===== config.mk =====
export PLATFORM = sky130hd
export DESIGN_NAME = arm_data_processing_shifted_register_top_flat
export DESIGN_NICKNAME = d
export VERILOG_FILES = /design/src/hw/rtl/adpsr_pkg.sv /design/src/hw/rtl/adpsr_if.sv /design/src/hw/rtl/adpsr_alu.sv /design/src/hw/rtl/arm_data_processing_shifted_register_top.sv /design/src/flat_wrapper.sv
export VERILOG_INCLUDE_DIRS = /design/src /design/src/hw/rtl
export SDC_FILE = /design/constraint.sdc
export NUM_CORES = 2
export LEC_CHECK = 0
export BUFFER_PORTS_ARGS = -buffer_cell sky130_fd_sc_hd__buf_2
export CAP_MARGIN = 20
export CORE_ASPECT_RATIO = 0.9
export CORE_UTILIZATION = 45
export DETAILED_ROUTE_END_ITERATION = 6
export HOLD_SLACK_MARGIN = 0.15
export PLACE_DENSITY = 0.72
export SLEW_MARGIN = 20
export SYNTH_ARGS = -nofsm -noshare
export SYNTH_HDL_FRONTEND = slang
export SYNTH_SLANG_ARGS = --single-unit

===== constraint.sdc =====
create_clock -name clock -period 10.2 [get_ports clock]
set_input_delay 2.04 -clock clock [delete_from_list [all_inputs] [get_ports clock]]
set_output_delay 2.04 -clock clock [all_outputs]
set_load 0.02 [all_outputs]

===== src/hw/rtl/arm_data_processing_shifted_register_top_assert.svh =====
// assertion macros for the data-processing unit
`ifndef ARM_DATA_PROCESSING_SHIFTED_REGISTER_TOP_ASSERT_SVH
`define ARM_DATA_PROCESSING_SHIFTED_REGISTER_TOP_ASSERT_SVH

// same-cycle implication, checked outside reset
`define ADPSR_ASSERT_NOW(label, clk, rst, ante, cons, msg) \
   label: assert property (@(posedge clk) disable iff (rst) (ante) |-> (cons)) \
      else $error(msg);

// next-cycle implication, checked outside reset
`define ADPSR_ASSERT_NEXT(label, clk, rst, ante, cons, msg) \
   label: assert property (@(posedge clk) disable iff (rst) (ante) |=> (cons)) \
      else $error(msg);

`endif


===== src/hw/rtl/adpsr_pkg.sv =====
// shared types, opcodes and constants of the data-processing unit
package adpsr_pkg;

   localparam int unsigned WordBits = 32;
   localparam int unsigned RegCount = 15;

   typedef logic [WordBits-1:0] word_type;
   typedef logic [3:0]          reg_idx_type;
   typedef logic [3:0]          nzcv_type;

   // pc reads see the instruction address plus this offset
   localparam word_type PC_AHEAD = 32'd8;
   localparam reg_idx_type PC_IDX = 4'd15;

   // commands
   localparam logic [1:0] CMD_EXEC       = 2'd0;
   localparam logic [1:0] CMD_LOAD_REG   = 2'd1;
   localparam logic [1:0] CMD_LOAD_FLAGS = 2'd2;

   // opcodes in architectural order
   localparam logic [3:0] OP_AND = 4'd0;
   localparam logic [3:0] OP_EOR = 4'd1;
   localparam logic [3:0] OP_SUB = 4'd2;
   localparam logic [3:0] OP_RSB = 4'd3;
   localparam logic [3:0] OP_ADD = 4'd4;
   localparam logic [3:0] OP_ADC = 4'd5;
   localparam logic [3:0] OP_SBC = 4'd6;
   localparam logic [3:0] OP_RSC = 4'd7;
   localparam logic [3:0] OP_TST = 4'd8;
   localparam logic [3:0] OP_TEQ = 4'd9;
   localparam logic [3:0] OP_CMP = 4'd10;
   localparam logic [3:0] OP_CMN = 4'd11;
   localparam logic [3:0] OP_ORR = 4'd12;
   localparam logic [3:0] OP_MOV = 4'd13;
   localparam logic [3:0] OP_BIC = 4'd14;
   localparam logic [3:0] OP_MVN = 4'd15;

   // shift kinds, codes above ror act as rrx
   localparam logic [2:0] SH_LSL = 3'd0;
   localparam logic [2:0] SH_LSR = 3'd1;
   localparam logic [2:0] SH_ASR = 3'd2;
   localparam logic [2:0] SH_ROR = 3'd3;
   localparam logic [2:0] SH_RRX = 3'd4;

   // flag bit positions
   localparam int unsigned FLAG_N = 3;
   localparam int unsigned FLAG_Z = 2;
   localparam int unsigned FLAG_C = 1;
   localparam int unsigned FLAG_V = 0;

   // alu side information
   typedef struct packed {
      logic carry;
      logic overflow;
      logic is_test;
   } alu_status_type;

endpackage


===== src/hw/rtl/adpsr_if.sv =====
// request and response channel interfaces
interface adpsr_req_if;
   import adpsr_pkg::*;
   logic        valid;
   logic        ready;
   logic [1:0]  command;
   logic [3:0]  alu_op;
   logic [2:0]  shift_kind;
   logic [5:0]  shift_amount;
   logic        update_flags;
   reg_idx_type dest_reg;
   reg_idx_type first_reg;
   reg_idx_type shifted_reg;
   word_type    insn_address;
   word_type    load_value;

   modport source (output valid, command, alu_op, shift_kind, shift_amount, update_flags,
                   dest_reg, first_reg, shifted_reg, insn_address, load_value,
                   input ready);
   modport sink (input valid, command, alu_op, shift_kind, shift_amount, update_flags,
                 dest_reg, first_reg, shifted_reg, insn_address, load_value,
                 output ready);
endinterface

interface adpsr_rsp_if;
   import adpsr_pkg::*;
   logic     valid;
   logic     ready;
   word_type result_value;
   nzcv_type flags_out;
   logic     branch_taken;
   logic     reg_written;

   modport source (output valid, result_value, flags_out, branch_taken, reg_written,
                   input ready);
   modport sink (input valid, result_value, flags_out, branch_taken, reg_written,
                 output ready);
endinterface


===== src/hw/rtl/adpsr_alu.sv =====
// barrel shifter and alu for one data-processing instruction
module adpsr_alu (
   input  adpsr_pkg::word_type       rn,
   input  adpsr_pkg::word_type       rm,
   input  logic [3:0]                alu_op,
   input  logic [2:0]                shift_kind,
   input  logic [5:0]                shift_amount,
   input  adpsr_pkg::nzcv_type       flags,
   output adpsr_pkg::word_type       result,
   output adpsr_pkg::alu_status_type status
);
   import adpsr_pkg::*;

   logic               cin;
   logic [WordBits:0]  lsl_tmp;
   logic [WordBits:0]  lsr_tmp;
   logic signed [WordBits:0] asr_tmp;
   logic [2*WordBits-1:0] ror_tmp;
   word_type           sh_val;
   logic               sh_carry;
   word_type           add_x;
   word_type           add_y;
   logic               add_c;
   logic [WordBits:0]  sum;
   logic               uses_adder;

   assign cin = flags[FLAG_C];

   // shifter: extra bit on the shifted-out side gives the carry
   always_comb begin
      lsl_tmp  = {1'b0, rm} << shift_amount;
      lsr_tmp  = {rm, 1'b0} >> shift_amount;
      asr_tmp  = $signed({rm, 1'b0}) >>> shift_amount;
      ror_tmp  = {rm, rm} >> shift_amount[4:0];
      sh_val   = rm;
      sh_carry = cin;
      case (shift_kind)
         SH_LSL: begin
            if (shift_amount != 6'd0) begin
               sh_val   = lsl_tmp[WordBits-1:0];
               sh_carry = lsl_tmp[WordBits];
            end
         end
         SH_LSR: begin
            if (shift_amount != 6'd0) begin
               sh_val   = lsr_tmp[WordBits:1];
               sh_carry = lsr_tmp[0];
            end
         end
         SH_ASR: begin
            if (shift_amount != 6'd0) begin
               sh_val   = asr_tmp[WordBits:1];
               sh_carry = asr_tmp[0];
            end
         end
         SH_ROR: begin
            if (shift_amount != 6'd0) begin
               sh_val   = ror_tmp[WordBits-1:0];
               sh_carry = ror_tmp[WordBits-1];
            end
         end
         default: begin
            // rrx
            sh_val   = {cin, rm[WordBits-1:1]};
            sh_carry = rm[0];
         end
      endcase
   end

   // adder operand selection
   always_comb begin
      add_x      = rn;
      add_y      = sh_val;
      add_c      = 1'b0;
      uses_adder = 1'b1;
      case (alu_op)
         OP_SUB, OP_CMP: begin
            add_y = ~sh_val;
            add_c = 1'b1;
         end
         OP_RSB: begin
            add_x = sh_val;
            add_y = ~rn;
            add_c = 1'b1;
         end
         OP_ADD, OP_CMN: begin
            add_c = 1'b0;
         end
         OP_ADC: begin
            add_c = cin;
         end
         OP_SBC: begin
            add_y = ~sh_val;
            add_c = cin;
         end
         OP_RSC: begin
            add_x = sh_val;
            add_y = ~rn;
            add_c = cin;
         end
         default: begin
            uses_adder = 1'b0;
         end
      endcase
   end

   assign sum = {1'b0, add_x} + {1'b0, add_y} + {{WordBits{1'b0}}, add_c};

   // result selection
   always_comb begin
      case (alu_op)
         OP_AND, OP_TST: result = rn & sh_val;
         OP_EOR, OP_TEQ: result = rn ^ sh_val;
         OP_ORR:         result = rn | sh_val;
         OP_MOV:         result = sh_val;
         OP_BIC:         result = rn & ~sh_val;
         OP_MVN:         result = ~sh_val;
         default:        result = sum[WordBits-1:0];
      endcase
   end

   // carry and overflow: adder for arithmetic ops, shifter and old v otherwise
   always_comb begin
      status.is_test  = (alu_op == OP_TST) || (alu_op == OP_TEQ) ||
                        (alu_op == OP_CMP) || (alu_op == OP_CMN);
      if (uses_adder) begin
         status.carry    = sum[WordBits];
         status.overflow = (add_x[WordBits-1] ^ sum[WordBits-1]) &
                           (add_y[WordBits-1] ^ sum[WordBits-1]);
      end else begin
         status.carry    = sh_carry;
         status.overflow = flags[FLAG_V];
      end
   end

endmodule


===== src/hw/rtl/arm_data_processing_shifted_register_top.sv =====
// Data-processing unit for ARM instructions with an immediate-shifted register operand.
// One item per cycle sustained while responses are taken; an accepted item passes through the
// execute stage register into the response register. The fifteen general registers live in a
// synchronous memory with two read ports
// and one write port: Rn and Rm are read at the edge that accepts an item, the shifter and
// ALU work in the following cycle, and the write back to the memory and the flag update
// happen at the edge that loads the response register. A write in that same edge is
// forwarded into the read data of the item then being accepted. Per-register valid bits
// make never-written registers read as zero after reset, so no clearing pass is needed.
// Reads of R15 return the instruction address plus 8. The response register decouples
// the two channels; a stalled response holds the one item in the execute stage.
module arm_data_processing_shifted_register_top (
   input logic    clock,
   input logic    reset,
   adpsr_req_if.sink   req_chan,
   adpsr_rsp_if.source rsp_chan
);
   import adpsr_pkg::*;

`include "arm_data_processing_shifted_register_top_assert.svh"

   // register file storage
   word_type mem [RegCount];
   logic [RegCount-1:0] reg_vld_ff;

   // handshake
   logic accept;
   logic out_free;
   logic s1_adv;
   logic s1_vld_ff;
   logic rsp_vld_ff;

   // execute stage payload
   logic [1:0]  s1_cmd_ff;
   logic [3:0]  s1_op_ff;
   logic [2:0]  s1_kind_ff;
   logic [5:0]  s1_amt_ff;
   logic        s1_s_ff;
   reg_idx_type s1_rd_ff;
   logic        s1_rn_pc_ff;
   logic        s1_rm_pc_ff;
   word_type    s1_addr_ff;
   word_type    s1_load_ff;

   // read data and forwarding
   word_type rn_raw_ff;
   word_type rm_raw_ff;
   logic     rn_vld_ff;
   logic     rm_vld_ff;
   logic     rn_fwd_ff;
   logic     rm_fwd_ff;
   word_type fwd_data_ff;

   // execute stage logic
   word_type       pc_val;
   word_type       rn_val;
   word_type       rm_val;
   word_type       alu_res;
   alu_status_type alu_stat;
   logic           is_exec;
   logic           is_branch;
   logic           wr_en;
   reg_idx_type    wr_addr;
   word_type       wr_data;
   nzcv_type       nzcv_ff;
   nzcv_type       nzcv_in;
   word_type       result_in;

   // response register
   word_type rsp_result_ff;
   nzcv_type rsp_flags_ff;
   logic     rsp_branch_ff;
   logic     rsp_wrote_ff;

   // flow control
   assign out_free       = !rsp_vld_ff || rsp_chan.ready;
   assign s1_adv         = s1_vld_ff && out_free;
   assign req_chan.ready = !s1_vld_ff || out_free;
   assign accept         = req_chan.valid && req_chan.ready;

   // operand values with pc substitution, forwarding and never-written zero
   assign pc_val = s1_addr_ff + PC_AHEAD;
   always_comb begin
      if (s1_rn_pc_ff) rn_val = pc_val;
      else if (rn_fwd_ff) rn_val = fwd_data_ff;
      else if (rn_vld_ff) rn_val = rn_raw_ff;
      else rn_val = '0;
      if (s1_rm_pc_ff) rm_val = pc_val;
      else if (rm_fwd_ff) rm_val = fwd_data_ff;
      else if (rm_vld_ff) rm_val = rm_raw_ff;
      else rm_val = '0;
   end

   adpsr_alu u_alu (
      .rn           (rn_val),
      .rm           (rm_val),
      .alu_op       (s1_op_ff),
      .shift_kind   (s1_kind_ff),
      .shift_amount (s1_amt_ff),
      .flags        (nzcv_ff),
      .result       (alu_res),
      .status       (alu_stat)
   );

   // write back, flags and result value
   assign is_exec   = (s1_cmd_ff == CMD_EXEC);
   assign is_branch = is_exec && !alu_stat.is_test && (s1_rd_ff == PC_IDX);
   assign wr_addr   = s1_rd_ff;
   assign wr_data   = (s1_cmd_ff == CMD_LOAD_REG) ? s1_load_ff : alu_res;
   assign wr_en     = s1_adv && (s1_rd_ff != PC_IDX) &&
                      ((s1_cmd_ff == CMD_LOAD_REG) || (is_exec && !alu_stat.is_test));

   always_comb begin
      nzcv_in = nzcv_ff;
      if (s1_cmd_ff == CMD_LOAD_FLAGS) begin
         nzcv_in = s1_load_ff[3:0];
      end else if (is_exec && !is_branch && s1_s_ff) begin
         nzcv_in = {alu_res[WordBits-1], (alu_res == '0), alu_stat.carry, alu_stat.overflow};
      end
   end

   always_comb begin
      case (s1_cmd_ff)
         CMD_EXEC:     result_in = alu_res;
         CMD_LOAD_REG: result_in = s1_load_ff;
         default:      result_in = '0;
      endcase
   end

   // register file memory: one write port, two registered read ports
   always_ff @(posedge clock) begin
      if (wr_en) begin
         mem[wr_addr] <= wr_data;
      end
      if (accept) begin
         rn_raw_ff <= mem[req_chan.first_reg];
         rm_raw_ff <= mem[req_chan.shifted_reg];
      end
   end

   // valid bits and forwarding selects captured with the read
   always_ff @(posedge clock) begin
      if (reset) begin
         reg_vld_ff <= '0;
         rn_vld_ff  <= 1'b0;
         rm_vld_ff  <= 1'b0;
         rn_fwd_ff  <= 1'b0;
         rm_fwd_ff  <= 1'b0;
      end else begin
         if (wr_en) begin
            reg_vld_ff[wr_addr] <= 1'b1;
         end
         if (accept) begin
            rn_vld_ff <= (req_chan.first_reg != PC_IDX) && reg_vld_ff[req_chan.first_reg];
            rm_vld_ff <= (req_chan.shifted_reg != PC_IDX) && reg_vld_ff[req_chan.shifted_reg];
            rn_fwd_ff <= wr_en && (wr_addr == req_chan.first_reg);
            rm_fwd_ff <= wr_en && (wr_addr == req_chan.shifted_reg);
         end
      end
   end

   always_ff @(posedge clock) begin
      if (accept) begin
         fwd_data_ff <= wr_data;
      end
   end

   // execute stage payload
   always_ff @(posedge clock) begin
      if (accept) begin
         s1_cmd_ff   <= req_chan.command;
         s1_op_ff    <= req_chan.alu_op;
         s1_kind_ff  <= req_chan.shift_kind;
         s1_amt_ff   <= req_chan.shift_amount;
         s1_s_ff     <= req_chan.update_flags;
         s1_rd_ff    <= req_chan.dest_reg;
         s1_rn_pc_ff <= (req_chan.first_reg == PC_IDX);
         s1_rm_pc_ff <= (req_chan.shifted_reg == PC_IDX);
         s1_addr_ff  <= req_chan.insn_address;
         s1_load_ff  <= req_chan.load_value;
      end
   end

   // stage valids and flags
   always_ff @(posedge clock) begin
      if (reset) begin
         s1_vld_ff  <= 1'b0;
         rsp_vld_ff <= 1'b0;
         nzcv_ff    <= '0;
      end else begin
         if (accept) begin
            s1_vld_ff <= 1'b1;
         end else if (s1_adv) begin
            s1_vld_ff <= 1'b0;
         end
         if (s1_adv) begin
            rsp_vld_ff <= 1'b1;
            nzcv_ff    <= nzcv_in;
         end else if (rsp_chan.ready) begin
            rsp_vld_ff <= 1'b0;
         end
      end
   end

   // response payload
   always_ff @(posedge clock) begin
      if (s1_adv) begin
         rsp_result_ff <= result_in;
         rsp_flags_ff  <= nzcv_in;
         rsp_branch_ff <= is_branch;
         rsp_wrote_ff  <= wr_en;
      end
   end

   assign rsp_chan.valid        = rsp_vld_ff;
   assign rsp_chan.result_value = rsp_result_ff;
   assign rsp_chan.flags_out    = rsp_flags_ff;
   assign rsp_chan.branch_taken = rsp_branch_ff;
   assign rsp_chan.reg_written  = rsp_wrote_ff;

   // checks
   `ADPSR_ASSERT_NOW(a_branch_no_write, clock, reset, rsp_vld_ff,
      !(rsp_branch_ff && rsp_wrote_ff), "branch and register write in one response")
   `ADPSR_ASSERT_NEXT(a_write_reported, clock, reset, wr_en,
      rsp_vld_ff && rsp_wrote_ff, "register write not reported in response")
   `ADPSR_ASSERT_NEXT(a_flags_hold, clock, reset, !s1_adv,
      $stable(nzcv_ff), "flags changed without a retiring item")
   `ADPSR_ASSERT_NEXT(a_stage_holds, clock, reset, s1_vld_ff && !out_free,
      s1_vld_ff && $stable(s1_rd_ff), "stalled execute stage lost its item")

endmodule

===== src/flat_wrapper.sv =====
// flat-port wrapper written by rule: the top's interface ports become plain ports
module arm_data_processing_shifted_register_top_flat import adpsr_pkg::*;
  (clock, reset, req_chan_valid, req_chan_command, req_chan_alu_op, req_chan_shift_kind, req_chan_shift_amount, req_chan_update_flags, req_chan_dest_reg, req_chan_first_reg, req_chan_shifted_reg, req_chan_insn_address, req_chan_load_value, req_chan_ready, rsp_chan_valid, rsp_chan_result_value, rsp_chan_flags_out, rsp_chan_branch_taken, rsp_chan_reg_written, rsp_chan_ready);
  adpsr_req_if req_chan_i ();
  adpsr_rsp_if rsp_chan_i ();
  input logic clock;
  input logic reset;
  input wire logic [$bits(req_chan_i.valid)-1:0] req_chan_valid;
  input wire logic [$bits(req_chan_i.command)-1:0] req_chan_command;
  input wire logic [$bits(req_chan_i.alu_op)-1:0] req_chan_alu_op;
  input wire logic [$bits(req_chan_i.shift_kind)-1:0] req_chan_shift_kind;
  input wire logic [$bits(req_chan_i.shift_amount)-1:0] req_chan_shift_amount;
  input wire logic [$bits(req_chan_i.update_flags)-1:0] req_chan_update_flags;
  input wire logic [$bits(req_chan_i.dest_reg)-1:0] req_chan_dest_reg;
  input wire logic [$bits(req_chan_i.first_reg)-1:0] req_chan_first_reg;
  input wire logic [$bits(req_chan_i.shifted_reg)-1:0] req_chan_shifted_reg;
  input wire logic [$bits(req_chan_i.insn_address)-1:0] req_chan_insn_address;
  input wire logic [$bits(req_chan_i.load_value)-1:0] req_chan_load_value;
  output wire logic [$bits(req_chan_i.ready)-1:0] req_chan_ready;
  output wire logic [$bits(rsp_chan_i.valid)-1:0] rsp_chan_valid;
  output wire logic [$bits(rsp_chan_i.result_value)-1:0] rsp_chan_result_value;
  output wire logic [$bits(rsp_chan_i.flags_out)-1:0] rsp_chan_flags_out;
  output wire logic [$bits(rsp_chan_i.branch_taken)-1:0] rsp_chan_branch_taken;
  output wire logic [$bits(rsp_chan_i.reg_written)-1:0] rsp_chan_reg_written;
  input wire logic [$bits(rsp_chan_i.ready)-1:0] rsp_chan_ready;
  assign req_chan_i.valid = req_chan_valid;
  assign req_chan_i.command = req_chan_command;
  assign req_chan_i.alu_op = req_chan_alu_op;
  assign req_chan_i.shift_kind = req_chan_shift_kind;
  assign req_chan_i.shift_amount = req_chan_shift_amount;
  assign req_chan_i.update_flags = req_chan_update_flags;
  assign req_chan_i.dest_reg = req_chan_dest_reg;
  assign req_chan_i.first_reg = req_chan_first_reg;
  assign req_chan_i.shifted_reg = req_chan_shifted_reg;
  assign req_chan_i.insn_address = req_chan_insn_address;
  assign req_chan_i.load_value = req_chan_load_value;
  assign req_chan_ready = req_chan_i.ready;
  assign rsp_chan_valid = rsp_chan_i.valid;
  assign rsp_chan_result_value = rsp_chan_i.result_value;
  assign rsp_chan_flags_out = rsp_chan_i.flags_out;
  assign rsp_chan_branch_taken = rsp_chan_i.branch_taken;
  assign rsp_chan_reg_written = rsp_chan_i.reg_written;
  assign rsp_chan_i.ready = rsp_chan_ready;
  arm_data_processing_shifted_register_top u_core (.clock(clock), .reset(reset), .req_chan(req_chan_i), .rsp_chan(rsp_chan_i));
endmodule

# Word-level counts from Yosys, hierarchy flattened
# Memories as Yosys holds them, arrays and structs flattened. A register that Yosys moved wholly into a read port is not among the register bits.
# Cells that the tools add are included.
classes:
  reduce_logical: 37
  shift: 4
  mux: 38
  eq_ne: 28
  addsub: 3
  magnitude_cmp: 4
  n_bitwise: 10
op_table:
  columns: ["op", "n"]
  rows:
  - ["$mux 32", 12]
  - ["$pmux 32 s6", 1]
  - ["$pmux 32 s2", 2]
  - ["$pmux 32 s4", 1]
  - ["$and 32x32->32", 2]
  - ["$not 32->32", 2]
  - ["$shr 64x5->32", 1]
  - ["$eq 4x4->1 const B", 11]
  - ["$add 32x32->33", 1]
  - ["$add 33x1->33", 1]
  - ["$shl 32x6->33", 1]
  - ["$shr 33x6->33", 1]
  - ["$sshr 33x6->33", 1]
  - ["$add 32x4->32 const B", 1]
  - ["$logic_not 32->1", 1]
  - ["$or 32x32->32", 1]
  - ["$xor 32x32->32", 1]
  - ["$eq 4x3->1 const B", 4]
  - ["$lt 4x5->1 const B", 3]
  - ["$or 15x15->15", 1]
  - ["$mux 1", 14]
  - ["$logic_and 1x1->1", 13]
  - ["$ne 4x4->1 const B", 3]
  - ["$reduce_or 3->1", 3]
  - ["25 further kinds", 42]
totals:
  mem_bits_rw: 480
  memories: 1
  regBits: 181
  in_bits: 96
mem_list:
  columns: ["name", "words", "word_bits", "read_ports", "rd_ports_with_merged_regs", "write_ports", "line_no", "rtl"]
  rows:
  - ["u_core.mem", 15, 32, 2, 2, 1, "arm_data_processing_shifted_register_top.sv:23", "word_type mem [RegCount];"]

# Depth between registers and ports, before layout
logic_depth:
  word_depth: 15
  ltp_mapped: 33

# Hierarchy
# A second synthesis with hierarchy kept.
hier_totals:
  cells_unflattened: 3568
  hier_area_um2: 44611.5
modules_own_cells:
  columns: ["mod", "cells_per_inst", "seq_area_each_um2", "area_each_um2", "n_inst"]
  rows:
  - ["arm_data_processing_shifted_register_top", 1894, 21520.6, 32642.6, 1]
  - ["adpsr_alu", 1674, 0.0, 11969.0, 1]

# Least setup slack after synthesis
# Ideal clock, no wire load.
synth_timing:
  kind: "reg2reg"
  startpoint: "register u_core.s1_addr_ff[15]"
  endpoint: "register u_core.rsp_flags_ff[2] (netlist: u_core.rsp_chan.flags_out[2]) (data pin)"
  stages_incl_launch_ff: 33
  path_buffers: 3
  required_time_ps: 10054
  setup_slack_ps: 2634
  arrival_ps: 7420
  path_cell_list: "edfxtp_1 -> buf_4 -> nand3_1 -> or4_1 -> buf_2 -> clkbuf_1 -> o2111ai_1 -> o311ai_0 -> or2_2 -> mux4_2 -> nand3_1 -> a31oi_1 -> o21ai_1 -> nor3_1 -> a21oi_1 -> nand2_1 -> fa_1 -> fa_1 -> a21o_1 -> a21oi_1 -> o21ai_0 -> nand3_1 -> and2_1 -> o21ai_0 -> xor2_1 -> a21oi_1 -> o211ai_1 -> mux2_1 -> or4_1 -> or4_1 -> nor4b_2 -> nand4_1 -> a21oi_1"
synth_via:
  elab_chain_len: 13
synth_rtl:
  columns: ["element", "line_no", "rtl"]
  rows:
  - ["start, declared", "arm_data_processing_shifted_register_top.sv:42", "word_type s1_addr_ff;"]
  - ["start signal, assigned", "arm_data_processing_shifted_register_top.sv:179", "s1_addr_ff <= req_chan.insn_address;"]
  - ["$add 32x4->32 (*)", "arm_data_processing_shifted_register_top.sv:82", "assign pc_val = s1_addr_ff + PC_AHEAD;"]
  - ["$mux 32", "arm_data_processing_shifted_register_top.sv:88", "if (s1_rm_pc_ff) rm_val = pc_val;"]
  - ["$sshr 33x6->33 (tied with other cells)", "adpsr_alu.sv:33", "asr_tmp = $signed({rm, 1'b0}) >>> shift_amount;"]
  - ["$mux 32, on equally long branches", null, null]
  - ["$pmux 32 s4", "adpsr_alu.sv:37", "case (shift_kind)"]
  - ["$not 32->32", null, null]
  - ["$pmux 32 s2", "adpsr_alu.sv:76", "case (alu_op)"]
  - ["$add 32x32->33", "adpsr_alu.sv:107", "assign sum = {1'b0, add_x} + {1'b0, add_y} + {{WordBits{1'b0}}, add_c};"]
  - ["$add 33x1->33", "adpsr_alu.sv:107", null]
  - ["$pmux 32 s6 (*)", "adpsr_alu.sv:111", "case (alu_op)"]
  - ["$logic_not 32->1 (*)", "arm_data_processing_shifted_register_top.sv:118", "nzcv_in = {alu_res[WordBits-1], (alu_res == '0), alu_stat.carry, alu_stat.overflow};"]
  - ["$mux 4 (*)", "arm_data_processing_shifted_register_top.sv:117", "end else if (is_exec && !is_branch && s1_s_ff) begin"]
  - ["$mux 4 (*)", "arm_data_processing_shifted_register_top.sv:115", "if (s1_cmd_ff == CMD_LOAD_FLAGS) begin"]
  - ["net u_core.nzcv_in[2]", "arm_data_processing_shifted_register_top.sv:66", "nzcv_type nzcv_in;"]
  - ["end signal, assigned", "arm_data_processing_shifted_register_top.sv:209", "rsp_flags_ff <= nzcv_in;"]
  - ["end, declared", "arm_data_processing_shifted_register_top.sv:71", "nzcv_type rsp_flags_ff;"]
# The timed path passes the listed nets; every way through them passes the cells marked *.
# A chain may end at the register's enable or synchronous reset.

# Worst setup path in the final report
layout_timing:
  startpoint: "register u_core.s1_addr_ff[3]"
  endpoint: "register u_core.rsp_flags_ff[2] (netlist: u_core.rsp_chan.flags_out[2]) (data pin)"
# The elaborated chain is that of the path after synthesis.

==> flow_metrics.tcl <==
set metrics [dict create \
    outcome "finished, violations left" \
    violations "design-rule violations" \
    peakVddDrop_mv 0.269 \
    antenna_left 0 \
    seq_power_share_pct 42.4 \
    seq_area_frac_synth_pct 45.9 \
    synthFlopType "edfxtp_1" \
    fin_crit_ps 9620 \
    dr.pass1.iters 7 \
    synth_compound_area_share_pct 18.2 \
    fmax_ghz 0.104 \
    insertion_delay_ps 710 \
    cp_common_cell "a21oi_1" \
    hold_viol_final 0 \
    htreeDepth 3 \
    power_frac_clock_pct 34.2 \
    p_leak_nw 17.9 \
    post-route-period-util_pct 94.3 \
    cp_top_family "compound AO/OA/AOI/OAI gates" \
    hp-class "reg2reg" \
    async_flop_share_pct 0 \
    yosysUniqueCellTypes 100 \
    power_frac_comb_pct 23.5 \
    cts_buffers 75 \
    holdWs_ps 491 \
    grt.overflow.total 0 \
    crit_required_ps 10760 \
    yosys.area_share.simple_pct 12.5 \
    slew_viol_final 0 \
    initial_utilization_pct 45.7 \
    syn_to_final_growth_pct 12.4 \
    slew_headroom_pct 13.5 \
    powerDensity_mw_per_mm2 160 \
    cp_num_buf_inv 1 \
    std_cell_rows 111 \
    slowest_stage "xnor2_1" \
    die_area_mm2 0.105 \
    synth_edf_count 700 \
    ff2ff_setup_slack_ps 580 \
    synthesis.nets 4355 \
    clk_pin_slew_worst_paths_ps 60 \
    p_int_mw 5.75 \
    arrival_ps 10180 \
    grtUsageTotal_pct 41.4 \
    die_y_um 308 \
    critPathLaunchType "flip-flop" \
    syn_area_per_cell_um2 11.2 \
    max_stage_delay_ps 970 \
    clk_path_buf_depth 3 \
    dpl.hpwl_um 159000 \
    nets 4460 \
    mostFrequentLayoutCells "edfxtp_1, nand2_1, nor2_1, mux4_2, o21ai_0" \
    cts_tree "yes" \
    grt_pass1_wl_um 306000 \
    p_switching_mw 2.66 \
    grt_pass1_vias 39000 \
    gp_congestion 1.10 \
    rsz0062_at_grt "no" \
    synth_area_mm2 0.0468 \
    portBuffers 135 \
    antenna_found_initial 11 \
    clkSinkCount 725 \
    synth_top_family_by_area "compound AO/OA/AOI/OAI gates" \
    drc 12 \
    syn_inst 4193 \
    drive_gt1_share_pct 21.2 \
    path_class "reg2reg" \
    vias 42200 \
    die_w_um 342 \
    muxShareOfSynthArea_pct 17.3 \
    crit_fanout 12 \
    num_io_pins 136 \
    wl_per_cell_um 38.7 \
    switching_share_pct 31.6 \
    worstSetupEndpointType "flip-flop" \
    viasPerCell 7.39 \
    synth_xor_area_share_pct 0.991 \
    setup_viol 0 \
    cts_root_buf "clkbuf_16" \
    synth-seq-cells 725 \
    synth_warnings 0 \
    finalSetupTns_ps 0 \
    design.core.area_mm2 0.102 \
    maxCapViolations 0 \
    worst_pin_slew_ps 1300 \
    first_iter_violations 7174 \
    yosys.area_share.adder_pct 1.79 \
    final_common_cell "edfxtp_1" \
    grt_start_max_net_pins 109 \
    finClkSkew_ps 65.3 \
    wl_um 222000 \
]
metrics by stage:
step                      power (mW)  worst slack (ps)  std cells  instance area (µm²)  utilization (%)
final                           8.42               578       5720                52600             51.4
after CTS                       8.35               761       5713                52600             51.3
after global placement          5.50               951       5575                50000             48.8
after global routing            8.60               137       5715                52600             51.4
after detailed placement        5.50               809       5575                50000             48.8
after floorplan                 4.66              2630       4193                46800                -
worst min-delay path: stages, from the launching register on:
cell     delay, ps
dfxtp_1        330
nand2_1         60
a21oi_1         50
synthesized netlist by cell type (all sizes together), types with 26 or more instances:
master  instances  area share, %
edfxtp        700             45
nor2b          43           0.57
or2            26           0.35
a22oi          53           0.85
a21o           30           0.48
mux4          293             14
nand3          82           0.89
mux2i         131            2.8
a211oi         53           0.86
and2           35           0.47
o22ai          52           0.69
clkbuf        267            2.1
o211ai         57           0.91
nor2          342            2.7
o221ai         30           0.56
a221oi         56            1.0
nor3          100            1.1
o31ai          44           0.74
ha             64            1.7
a21oi         256            2.7
inv            48           0.38
buf            86           0.75
nor4           38           0.52
xnor2          30           0.56
o21ai         311            3.3
and3           27           0.36
or4            28           0.46
nand2         386            3.1
a31oi          52           0.69
nand4          41           0.55
kinds of logic after synthesis:
kind of cell,count (synthesis)
AND/OR/NAND/NOR,1238
buffers and inverters,403
multiplexers,440
AO/OA/AOI/OAI,1268
adder cells (fa/ha/maj),66
XOR/XNOR,53
flip-flops,725
cell type report:
class	instances	area (µm²)
Clock buffer	93	2000
Fill cell	8930	49800
Clock inverter	45	559
Inverter	50	196
Timing Repair Buffer	381	2620
Tap cell	1356	1700
Multi-Input combinational cell	3065	24100
Sequential cell	725	21500
Antenna cell	5	12.5
final timing paths:
| kind | to | cells after the start | startpoint |
|---|---|---|---|
| worst min-delay path | u_core.rn_vld_ff$_SDFFE_PP0P_ | 2 | u_core.rn_vld_ff$_SDFFE_PP0P_ |
| worst min register to register | u_core.rn_vld_ff$_SDFFE_PP0P_ | 2 | u_core.rn_vld_ff$_SDFFE_PP0P_ |
| worst max register to register | u_core.rsp_chan.flags_out[2]$_DFFE_PP_ | 29 | u_core.s1_addr_ff[3]$_DFFE_PP_ |
| worst max-delay path | u_core.rsp_chan.flags_out[2]$_DFFE_PP_ | 29 | u_core.s1_addr_ff[3]$_DFFE_PP_ |
state kept, by name (all words and copies together) (netlist names), 4 cells and up:
register                      count
u_core.rsp_chan.result_value     32
u_core.reg_vld_ff                15
u_core.s1_addr_ff                32
u_core.s1_rd_ff                   4
u_core.rm_raw_ff                 32
u_core.s1_load_ff                32
u_core.mem                      480
u_core.nzcv_ff                    4
u_core.fwd_data_ff               32
u_core.s1_op_ff                   4
u_core.rn_raw_ff                 32
u_core.s1_amt_ff                  6
u_core.rsp_chan.flags_out         4
per-layer routing:
metal  vias up  wire length, µm  global-route usage, %  part of all wire (%)
met2      3411            96100                   61.5                    43
met5         -              134                      0                 0.060
met4        12            15300                   23.8                   6.9
met3       676            26500                   10.4                    12
met1     21100            83500                   55.2                    38
li1      17000                -                      -                     -
power by group through the flow:
stage	logic, mW	clock network (mW)	registers [mW]
final	1.97	2.87	3.57
after global routing	2.03	3.00	3.57
after CTS	1.89	2.90	3.56
after detailed placement	1.88	0	3.63
after global placement	1.88	0	3.62
after floorplan	1.06	0	3.60
repair_timing:
item,4_1_cts,5_1_grt
hold buffers,0,0
buffers inserted,0,0
endpoints found under the setup margin,0,2
resized for setup,0,1
No activity file was read; power rests on OpenSTA's default activity.
